<file path="config.mk">
export PLATFORM = sky130hd
export DESIGN_NAME = combined_lcg_shuffle_prng
export DESIGN_NICKNAME = d
export VERILOG_FILES = /design/src/clsp_pkg.sv /design/src/clsp_modmul.sv /design/src/clsp_slotdiv.sv /design/src/clsp_table.sv /design/src/combined_lcg_shuffle_prng.sv
export VERILOG_INCLUDE_DIRS = /design/src /design/src/src
export SDC_FILE = /design/constraint.sdc
export NUM_CORES = 2
export LEC_CHECK = 0
export ABC_AREA = 1
export BUFFER_PORTS_ARGS = -buffer_cell sky130_fd_sc_hd__buf_2
export CAP_MARGIN = 20
export CORE_ASPECT_RATIO = 0.9
export CORE_MARGIN = 2
export CORE_UTILIZATION = 46
export DETAILED_ROUTE_END_ITERATION = 10
export SLEW_MARGIN = 20
export SYNTH_ARGS = -nofsm -noshare
export SYNTH_HDL_FRONTEND = slang
export SYNTH_SLANG_ARGS = --single-unit
</file>
<file path="constraint.sdc">
create_clock -name clk -period 9.64 [get_ports clk]
set_input_delay 0 -clock clk [delete_from_list [all_inputs] [get_ports clk]]
set_output_delay 0 -clock clk [all_outputs]
set_load 0.01 [all_outputs]
</file>
<file path="src/combined_lcg_shuffle_prng_assert.svh">
// assertion macros for the combined lcg shuffle generator
// used by the top level, no other dependencies
`ifndef COMBINED_LCG_SHUFFLE_PRNG_ASSERT_SVH
`define COMBINED_LCG_SHUFFLE_PRNG_ASSERT_SVH

// same-cycle implication check
`define CLSP_ASSERT_IMPLY(name, clk, rst_n, ante, cons) \
	name: assert property (@(posedge clk) disable iff (!rst_n) (ante) |-> (cons)) \
		else $error("same-cycle check failed");

// next-cycle implication check
`define CLSP_ASSERT_NEXT(name, clk, rst_n, ante, cons) \
	name: assert property (@(posedge clk) disable iff (!rst_n) (ante) |=> (cons)) \
		else $error("next-cycle check failed");

`endif

</file>
<file path="src/clsp_pkg.sv">
// shared types and constants for the combined lcg shuffle generator
// no dependencies
package clsp_pkg;

	// generator constants
	localparam logic [15:0] MUL1 = 16'd40014;
	localparam logic [15:0] MUL2 = 16'd40692;
	localparam logic [30:0] MOD1 = 31'd2147483563;
	localparam logic [30:0] MOD2 = 31'd2147483399;
	localparam int WARMUP_EXTRA = 7;
	localparam int TABLE_SIZE_DEF = 32;

	// serial operand length and bit counter width
	localparam int BIT_W = 31;
	localparam int BIT_CW = 5;

	typedef logic [BIT_W-1:0] word_t;

	// request command codes
	localparam logic CMD_DRAW = 1'b0;
	localparam logic CMD_SEED = 1'b1;

	// control of one serial unit
	typedef struct packed {
		logic load;
		logic step;
	} unit_ctl_t;

	typedef enum logic [2:0] {
		ST_IDLE,
		ST_DRAW_MUL,
		ST_DRAW_READ,
		ST_DRAW_DONE,
		ST_SEED_MUL,
		ST_SEED_STORE
	} state_t;

endpackage

</file>
<file path="src/clsp_modmul.sv">
// bit-serial modular multiplier by a constant, one operand bit per cycle while step is high
// depends on clsp_pkg
module clsp_modmul #(
	parameter logic [15:0] MUL = clsp_pkg::MUL1,
	parameter logic [30:0] MOD = clsp_pkg::MOD1
) (
	input  logic                 clk,
	input  clsp_pkg::unit_ctl_t  ctl,
	input  clsp_pkg::word_t      x,
	output clsp_pkg::word_t      acc
);

	localparam logic [32:0] MOD_X1 = {2'b00, MOD};
	localparam logic [32:0] MOD_X2 = {1'b0, MOD, 1'b0};

	clsp_pkg::word_t opnd_q;
	clsp_pkg::word_t acc_q;
	logic [32:0] sum;
	logic [32:0] sub1;
	logic [32:0] sub2;
	clsp_pkg::word_t acc_next;

	// horner step: acc = 2*acc + bit*mul, brought back below the modulus
	always_comb begin
		sum  = {1'b0, acc_q, 1'b0} + (opnd_q[clsp_pkg::BIT_W-1] ? {17'd0, MUL} : 33'd0);
		sub1 = sum - MOD_X1;
		sub2 = sum - MOD_X2;
		priority if (sum >= MOD_X2) begin
			acc_next = sub2[30:0];
		end else if (sum >= MOD_X1) begin
			acc_next = sub1[30:0];
		end else begin
			acc_next = sum[30:0];
		end
	end

	// operand shifts out msb first
	always_ff @(posedge clk) begin
		if (ctl.load) begin
			opnd_q <= x;
			acc_q  <= '0;
		end else if (ctl.step) begin
			opnd_q <= {opnd_q[clsp_pkg::BIT_W-2:0], 1'b0};
			acc_q  <= acc_next;
		end
	end

	assign acc = acc_q;

endmodule

</file>
<file path="src/clsp_slotdiv.sv">
// bit-serial divider by a constant, gives the shuffle slot quotient
// depends on clsp_pkg
module clsp_slotdiv #(
	parameter logic [30:0] DIVISOR = 31'd67108862,
	parameter int          QW      = 6
) (
	input  logic                 clk,
	input  clsp_pkg::unit_ctl_t  ctl,
	input  clsp_pkg::word_t      dividend,
	output logic [QW-1:0]        quotient
);

	clsp_pkg::word_t opnd_q;
	clsp_pkg::word_t rem_q;
	logic [QW-1:0] quot_q;
	logic [31:0] trial;
	logic [31:0] diff;
	logic ge;
	logic [QW:0] quot_shift;

	// restoring step: bring down one dividend bit, subtract when it fits
	always_comb begin
		trial      = {rem_q, opnd_q[clsp_pkg::BIT_W-1]};
		ge         = (trial >= {1'b0, DIVISOR});
		diff       = trial - {1'b0, DIVISOR};
		quot_shift = {quot_q, ge};
	end

	always_ff @(posedge clk) begin
		if (ctl.load) begin
			opnd_q <= dividend;
			rem_q  <= '0;
			quot_q <= '0;
		end else if (ctl.step) begin
			opnd_q <= {opnd_q[clsp_pkg::BIT_W-2:0], 1'b0};
			rem_q  <= ge ? diff[30:0] : trial[30:0];
			quot_q <= quot_shift[QW-1:0];
		end
	end

	assign quotient = quot_q;

endmodule

</file>
<file path="src/clsp_table.sv">
// shuffle table memory, registered read, per-entry valid bits for reset
// depends on clsp_pkg
module clsp_table #(
	parameter int DEPTH = clsp_pkg::TABLE_SIZE_DEF,
	parameter int AW    = 5
) (
	input  logic             clk,
	input  logic             arst_n,
	input  logic             we,
	input  logic [AW-1:0]    waddr,
	input  clsp_pkg::word_t  wdata,
	input  logic             re,
	input  logic [AW-1:0]    raddr,
	output clsp_pkg::word_t  rdata
);

	clsp_pkg::word_t mem [DEPTH];
	logic [DEPTH-1:0] valid_q;
	clsp_pkg::word_t rdata_q;

	// entry valid bits, cleared by reset
	always_ff @(posedge clk or negedge arst_n) begin
		if (!arst_n) begin
			valid_q <= '0;
		end else if (we) begin
			valid_q[waddr] <= 1'b1;
		end
	end

	// write port and registered read port, unwritten entries read as zero
	always_ff @(posedge clk) begin
		if (we) begin
			mem[waddr] <= wdata;
		end
		if (re) begin
			rdata_q <= valid_q[raddr] ? mem[raddr] : '0;
		end
	end

	assign rdata = rdata_q;

endmodule

</file>
<file path="src/combined_lcg_shuffle_prng.sv">
// top level of the combined lcg generator with shuffle table
// depends on clsp_pkg, clsp_modmul, clsp_slotdiv, clsp_table and the assertion header
//
// Two multiplicative congruential generators (moduli 2147483563 and 2147483399) feed a
// shuffle table of TABLE_SIZE entries. A request with command 0 draws one number in
// 1..2147483562 (the uniform fraction is that value over 2147483563); a request with
// command 1 reseeds from seed_value (zero counts as one) and returns nothing. Both
// generator steps run in bit-serial multipliers that take one bit of the 31-bit state
// per cycle. A draw runs the multiply, a table read and the combine; a reseed runs
// WARMUP_EXTRA+1 warm-up rounds and then one per table entry, each a multiply and a
// store. req_stall is high while a request is in work; a finished result waits in the
// output register while the next request is already taken.
`include "combined_lcg_shuffle_prng_assert.svh"

module combined_lcg_shuffle_prng #(
	parameter int TABLE_SIZE = clsp_pkg::TABLE_SIZE_DEF
) (
	input  logic                clk,
	input  logic                arst_n,
	input  logic                req_valid,
	output logic                req_stall,
	input  logic                command,
	input  clsp_pkg::word_t     seed_value,
	output logic                res_valid,
	input  logic                res_stall,
	output clsp_pkg::word_t     random_value
);

	localparam int AW = (TABLE_SIZE > 1) ? $clog2(TABLE_SIZE) : 1;
	localparam int QW = $clog2(TABLE_SIZE + 1);
	localparam int JW = $clog2(TABLE_SIZE + clsp_pkg::WARMUP_EXTRA + 1);
	localparam logic [30:0] SLOT_DIV = 31'(1 + (clsp_pkg::MOD1 - 31'd1) / TABLE_SIZE);
	localparam logic [QW-1:0] SLOT_MAX = QW'(TABLE_SIZE - 1);
	localparam logic [JW-1:0] J_START = JW'(TABLE_SIZE + clsp_pkg::WARMUP_EXTRA);
	localparam logic [JW-1:0] J_TS = JW'(TABLE_SIZE);
	localparam logic [clsp_pkg::BIT_CW-1:0] BIT_LAST = clsp_pkg::BIT_CW'(clsp_pkg::BIT_W - 1);
	localparam logic [30:0] MOD1_M1 = clsp_pkg::MOD1 - 31'd1;

	clsp_pkg::state_t state_q;
	clsp_pkg::state_t state_next;
	logic [clsp_pkg::BIT_CW-1:0] bit_q;
	logic [JW-1:0] seed_j_q;
	clsp_pkg::word_t gen1_q;
	clsp_pkg::word_t gen2_q;
	clsp_pkg::word_t last_q;
	logic res_valid_q;
	clsp_pkg::word_t random_value_q;

	logic req_accept;
	logic out_free;
	logic bit_end;
	clsp_pkg::word_t seed_eff;
	clsp_pkg::unit_ctl_t mul1_ctl;
	clsp_pkg::unit_ctl_t draw_ctl;
	clsp_pkg::word_t mul1_x;
	clsp_pkg::word_t mul1_acc;
	clsp_pkg::word_t mul2_acc;
	logic [QW-1:0] quot;
	logic [AW-1:0] slot;
	logic tbl_we;
	logic tbl_re;
	logic [AW-1:0] tbl_waddr;
	clsp_pkg::word_t tbl_rdata;
	logic [31:0] diff;
	clsp_pkg::word_t y_fix;
	logic draw_req;
	logic res_in_range;

	assign req_accept = req_valid && !req_stall;
	assign out_free   = !res_valid_q || !res_stall;
	assign bit_end    = (bit_q == BIT_LAST);
	assign seed_eff   = (seed_value == '0) ? clsp_pkg::word_t'(1) : seed_value;

	// serial units
	clsp_modmul #(
		.MUL (clsp_pkg::MUL1),
		.MOD (clsp_pkg::MOD1)
	) u_mul1 (
		.clk (clk),
		.ctl (mul1_ctl),
		.x   (mul1_x),
		.acc (mul1_acc)
	);

	clsp_modmul #(
		.MUL (clsp_pkg::MUL2),
		.MOD (clsp_pkg::MOD2)
	) u_mul2 (
		.clk (clk),
		.ctl (draw_ctl),
		.x   (gen2_q),
		.acc (mul2_acc)
	);

	clsp_slotdiv #(
		.DIVISOR (SLOT_DIV),
		.QW      (QW)
	) u_div (
		.clk      (clk),
		.ctl      (draw_ctl),
		.dividend (last_q),
		.quotient (quot)
	);

	clsp_table #(
		.DEPTH (TABLE_SIZE),
		.AW    (AW)
	) u_table (
		.clk    (clk),
		.arst_n (arst_n),
		.we     (tbl_we),
		.waddr  (tbl_waddr),
		.wdata  (mul1_acc),
		.re     (tbl_re),
		.raddr  (slot),
		.rdata  (tbl_rdata)
	);

	// slot index, saturated to the last entry
	assign slot = (quot > SLOT_MAX) ? AW'(TABLE_SIZE - 1) : quot[AW-1:0];

	// combine table entry with second generator, wrap non-positive values
	always_comb begin
		diff  = {1'b0, tbl_rdata} - {1'b0, mul2_acc};
		y_fix = (diff[31] || (diff == '0)) ? diff[30:0] + MOD1_M1 : diff[30:0];
	end

	// next state
	always_comb begin
		state_next = state_q;
		unique case (state_q)
			clsp_pkg::ST_IDLE: begin
				if (req_valid) begin
					state_next = (command == clsp_pkg::CMD_SEED) ? clsp_pkg::ST_SEED_MUL
					                                             : clsp_pkg::ST_DRAW_MUL;
				end
			end
			clsp_pkg::ST_DRAW_MUL: begin
				if (bit_end) begin
					state_next = clsp_pkg::ST_DRAW_READ;
				end
			end
			clsp_pkg::ST_DRAW_READ: begin
				state_next = clsp_pkg::ST_DRAW_DONE;
			end
			clsp_pkg::ST_DRAW_DONE: begin
				if (out_free) begin
					state_next = clsp_pkg::ST_IDLE;
				end
			end
			clsp_pkg::ST_SEED_MUL: begin
				if (bit_end) begin
					state_next = clsp_pkg::ST_SEED_STORE;
				end
			end
			clsp_pkg::ST_SEED_STORE: begin
				state_next = (seed_j_q == '0) ? clsp_pkg::ST_IDLE : clsp_pkg::ST_SEED_MUL;
			end
			default: begin
				state_next = clsp_pkg::ST_IDLE;
			end
		endcase
	end

	// outputs of the sequencer
	always_comb begin
		req_stall     = 1'b1;
		mul1_ctl      = '0;
		draw_ctl      = '0;
		mul1_x        = mul1_acc;
		tbl_we        = 1'b0;
		tbl_re        = 1'b0;
		tbl_waddr     = slot;
		unique case (state_q)
			clsp_pkg::ST_IDLE: begin
				req_stall     = 1'b0;
				mul1_ctl.load = req_valid;
				draw_ctl.load = req_valid;
				mul1_x        = (command == clsp_pkg::CMD_SEED) ? seed_eff : gen1_q;
			end
			clsp_pkg::ST_DRAW_MUL: begin
				mul1_ctl.step = 1'b1;
				draw_ctl.step = 1'b1;
			end
			clsp_pkg::ST_DRAW_READ: begin
				tbl_re = 1'b1;
			end
			clsp_pkg::ST_DRAW_DONE: begin
				tbl_we = out_free;
			end
			clsp_pkg::ST_SEED_MUL: begin
				mul1_ctl.step = 1'b1;
			end
			clsp_pkg::ST_SEED_STORE: begin
				tbl_we        = (seed_j_q < J_TS);
				tbl_waddr     = seed_j_q[AW-1:0];
				mul1_ctl.load = (seed_j_q != '0);
			end
			default: begin
				req_stall = 1'b1;
			end
		endcase
	end

	// control and generator state
	always_ff @(posedge clk or negedge arst_n) begin
		if (!arst_n) begin
			state_q     <= clsp_pkg::ST_IDLE;
			bit_q       <= '0;
			seed_j_q    <= '0;
			gen1_q      <= '0;
			gen2_q      <= '0;
			last_q      <= '0;
			res_valid_q <= 1'b0;
		end else begin
			state_q <= state_next;

			// bit counter of the serial units
			if ((state_q == clsp_pkg::ST_DRAW_MUL) || (state_q == clsp_pkg::ST_SEED_MUL)) begin
				bit_q <= bit_end ? '0 : bit_q + 1'b1;
			end else begin
				bit_q <= '0;
			end

			// seed load and warm-up countdown
			if (req_accept && (command == clsp_pkg::CMD_SEED)) begin
				gen2_q   <= seed_eff;
				seed_j_q <= J_START;
			end
			if (state_q == clsp_pkg::ST_SEED_STORE) begin
				if (seed_j_q == '0) begin
					gen1_q <= mul1_acc;
					last_q <= mul1_acc;
				end else begin
					seed_j_q <= seed_j_q - 1'b1;
				end
			end

			// draw commit, otherwise release a taken result
			if ((state_q == clsp_pkg::ST_DRAW_DONE) && out_free) begin
				gen1_q      <= mul1_acc;
				gen2_q      <= mul2_acc;
				last_q      <= y_fix;
				res_valid_q <= 1'b1;
			end else if (res_valid_q && !res_stall) begin
				res_valid_q <= 1'b0;
			end
		end
	end

	// result register
	always_ff @(posedge clk) begin
		if ((state_q == clsp_pkg::ST_DRAW_DONE) && out_free) begin
			random_value_q <= y_fix;
		end
	end

	assign res_valid    = res_valid_q;
	assign random_value = random_value_q;

	// check terms
	assign draw_req     = req_accept && (command == clsp_pkg::CMD_DRAW);
	assign res_in_range = (random_value != '0) && (random_value < clsp_pkg::MOD1);

	// checks
	`CLSP_ASSERT_IMPLY(a_res_range, clk, arst_n, res_valid, res_in_range)
	`CLSP_ASSERT_NEXT(a_draw_start, clk, arst_n, draw_req, state_q == clsp_pkg::ST_DRAW_MUL)
	`CLSP_ASSERT_IMPLY(a_slot_range, clk, arst_n, state_q == clsp_pkg::ST_DRAW_READ, quot <= SLOT_MAX)
	`CLSP_ASSERT_IMPLY(a_store_bit, clk, arst_n, state_q == clsp_pkg::ST_SEED_STORE, bit_q == '0)

endmodule
</file>
==> key figures <==
Floorplan
  • Initial Util: 46.5%
  • Boundary Pins: 69
  • Die Span Y: 361 µm
  • Die Area: 144000 µm²
  • Die W: 400 µm
  • FP Rows: 130
  • Std-Cell Core Area: 140000 µm²

Routing
  • # DRC: 0
  • Via count: 50695
  • DR pass1 iterations: 6
  • WL final: 212000 µm
  • Wire per inst: 24.8 µm
  • Number of vias per cell: 5.91
  • 1st-iter DRT viols: 5897
  • Antenna-violating nets left: 0

Logic synthesis
  • Synth area leader: edfxtp_1
  • Post-synthesis sequential area ratio: 61.4%
  • Most frequent cell after synthesis: nand2_1
  • Synth area leaders: edfxtp_1 (53%), nand2_1 (8.0%), dfrtp_1 (5.4%)
  • Synth top area share: 52.9%
  • Synth unique cells: 66
  • Mapped Cells: 6573
  • Asr flop ratio synth: 10.1%
  • Number of enable flip-flop cells after synthesis: 1147
  • Avg Cell Area, Syn: 9.90 µm²
  • Mapped Area: 65100 µm²
  • Yosys warns: 0
  • Net Count, Synth: 6672
  • Ys flop type: edfxtp_1
  • Synth cell count leaders: nand2_1 (1394), edfxtp_1 (1147), nor2_1 (857)
  • Flops & latches, synth: 1386

Global route
  • Vias in the first global route: 47676
  • Pin count of the biggest net entering global routing: 208
  • Gr usage total: 28.8%
  • First-pass GRT wire length: 313000 µm
  • Overflow after GRT: 0
  • Antenna violations before repair: 4

Final layout
  • Area of the multi-input gates: 22300 µm²
  • Final core utilization: 52.0%
  • Synthesis-to-finish area growth: 12.0%
  • Sequential Area: 39900 µm²
  • Filler Cell Count: 12561
  • Fraction of layout cells with a size suffix above 1: 8.86%
  • Final nets: 6709

Clock network
  • Post-cts sizing count: 0
  • CTS clk-pin slew, worst paths: 0.06 ns
  • Clk Latency, worst-skew pair: 0.79 ns
  • Cts bufs inserted: 144
  • Clk sinks: 1386
  • H-tree levels: 4
  • Clock tree root driver cell: clkbuf_16
  • CTS tree: yes
  • Clk buf depth: 3

Timing
  • Tcrit/Tclk final: 49.0%
  • Post-route minimum period: 4.72 ns
  • Max-slew headroom: 18.9%
  • Max-slew violation count: 0
  • Hold Vio Cnt, Final: 0
  • Fin Hold WS: 0.115 ns
  • Setup TNS: 0 ns
  • RSZ-0062 raised after global routing: no
  • Final Skew: 0.0572 ns
  • Worst setup margin: 4.92 ns
  • Max frequency: 0.212 GHz
  • Least-Margin Pin Slew: 1.22 ns
  • Final setup violation count: 0

Setup path
  • Worst path arrival time: 5.18 ns
  • Crit Path Max Fanout: 114
  • CP Class: flop to flop
  • Worst R2R Start: u_div.quotient[5]$_SDFFE_PP0P_
  • Crit path from: u_div.quotient[5]$_SDFFE_PP0P_
  • CP required: 10.10 ns
  • Startpoint types: flop
  • Crit path capture type: flop

Hold path
  • Worst hold start: res_stall
  • Hold WC Path Type: input port to flop

Job
  • Max-Cap Viols: 0

Place
  • Final HPWL DP: 132000 µm
  • Port-buffer cells: 68
  • Worst slack, placed: 4.87 ns
  • GP Congestion: 0.988

Run status
  • Status: complete, no violations

Power and ir drop
  • Pleak: 26.9 nW
  • Peak VDD IR: 277 µV
  • PwrDens: 219 nW/µm²
==> final timing paths <==
check	end	slack, ns	cells after the start
max	u_table.rdata[24]$_SDFFCE_PN0P_	4.92	9
min	res_valid$_DFFE_PN0P_	0.11	4
max reg2reg	u_table.rdata[24]$_SDFFCE_PN0P_	4.92	9
min reg2reg	u_div.rem_q[0]$_SDFFE_PP0P_	0.45	2
max in group asynchronous	u_table.valid_q[28]$_DFFE_PN0P_	8.39	4
min in group asynchronous	last_q[5]$_DFFE_PN0P_	0.44	4
==> cells in the final DEF, fill, tap and decap left out, types with 67 or more instances in the layout <==
| master | n |
|---|---|
| nand2_1 | 1390 |
| edfxtp_1 | 1147 |
| nor2_1 | 817 |
| o21ai_0 | 672 |
| inv_1 | 432 |
| nand3_1 | 390 |
| o221ai_1 | 242 |
| a21oi_1 | 155 |
| clkbuf_16 | 145 |
| dfrtp_1 | 140 |
| xor2_1 | 100 |
| dfxtp_1 | 98 |
| buf_4 | 97 |
| buf_2 | 67 |
==> power breakdown <==
group          internal [mW]  switching (mW)
Combinational          0.692            2.37
Sequential              7.24          0.0953
Clock                   3.10            2.48
Total                   11.0            4.94
==> timing repair <==
item	in CTS	in global routing
hold buffers	39	0
hold endpoints to repair	153	0
buffers inserted	0	0
==> sequential cells by signal, summed over array words and instances (netlist names), 31 cells and up <==
register	flops
gen1_q	31
gen2_q	31
last_q	31
random_value	31
u_div.opnd_q	31
u_div.rem_q	31
u_mul1.acc	31
u_mul1.opnd_q	31
u_mul2.acc	31
u_mul2.opnd_q	31
u_table.mem	992
u_table.rdata	31
u_table.valid_q	32
==> through the flow <==
step,power [mW],instance area [µm²],instances
after global placement,10.4,67500,8263
after global routing,16.5,72900,8574
after detailed placement,10.4,67700,8271
after floorplan,9.27,65100,6573
final,16.0,72900,8575
after CTS,16.0,72800,8572
==> cell type report <==
cell class / count / share of cell area, %
antenna: 1 / 0.00343
clock buffer: 193 / 5.32
clock inverter: 69 / 1.15
inverter: 475 / 2.47
multi-input combinational: 4386 / 30.6
sequential: 1386 / 54.8
tap: 1848 / 3.17
timing repair buffer: 217 / 2.47
==> worst max-delay path, cell delays in order (launching register included) <==
cell      delay, ns
dfxtp_1        0.65
nor2_4         0.10
inv_6          0.65
buf_4          0.73
buf_4          0.70
o21ai_0        0.22
o221ai_1       0.22
nand3_1        0.11
and3_1         0.25
a311oi_1       0.72
==> kinds of logic (layout without fill, tap and decap cells) <==
logic type	count (synthesis)	after routing	synth area share, %
AOI/OAI and AO/OA	1293	1293	12.1
xor gates and xnor gates	115	115	1.65
adders and majority gates	63	63	1.23
buffers and inverters	801	954	4.86
DFF	1386	1386	61.4
other	0	1	0
and+or+nand+nor	2915	2915	18.7
==> metal layers <==
layer / vias up / GRT usage [%] / wire length (µm)
li1: 23116 / - / -
met1: 24908 / 41.3 / 92100
met2: 2282 / 44.3 / 95000
met3: 385 / 5.25 / 18400
met4: 4 / 9.42 / 6820
met5: - / 0 / 75
(Power assumes the default switching activity.)
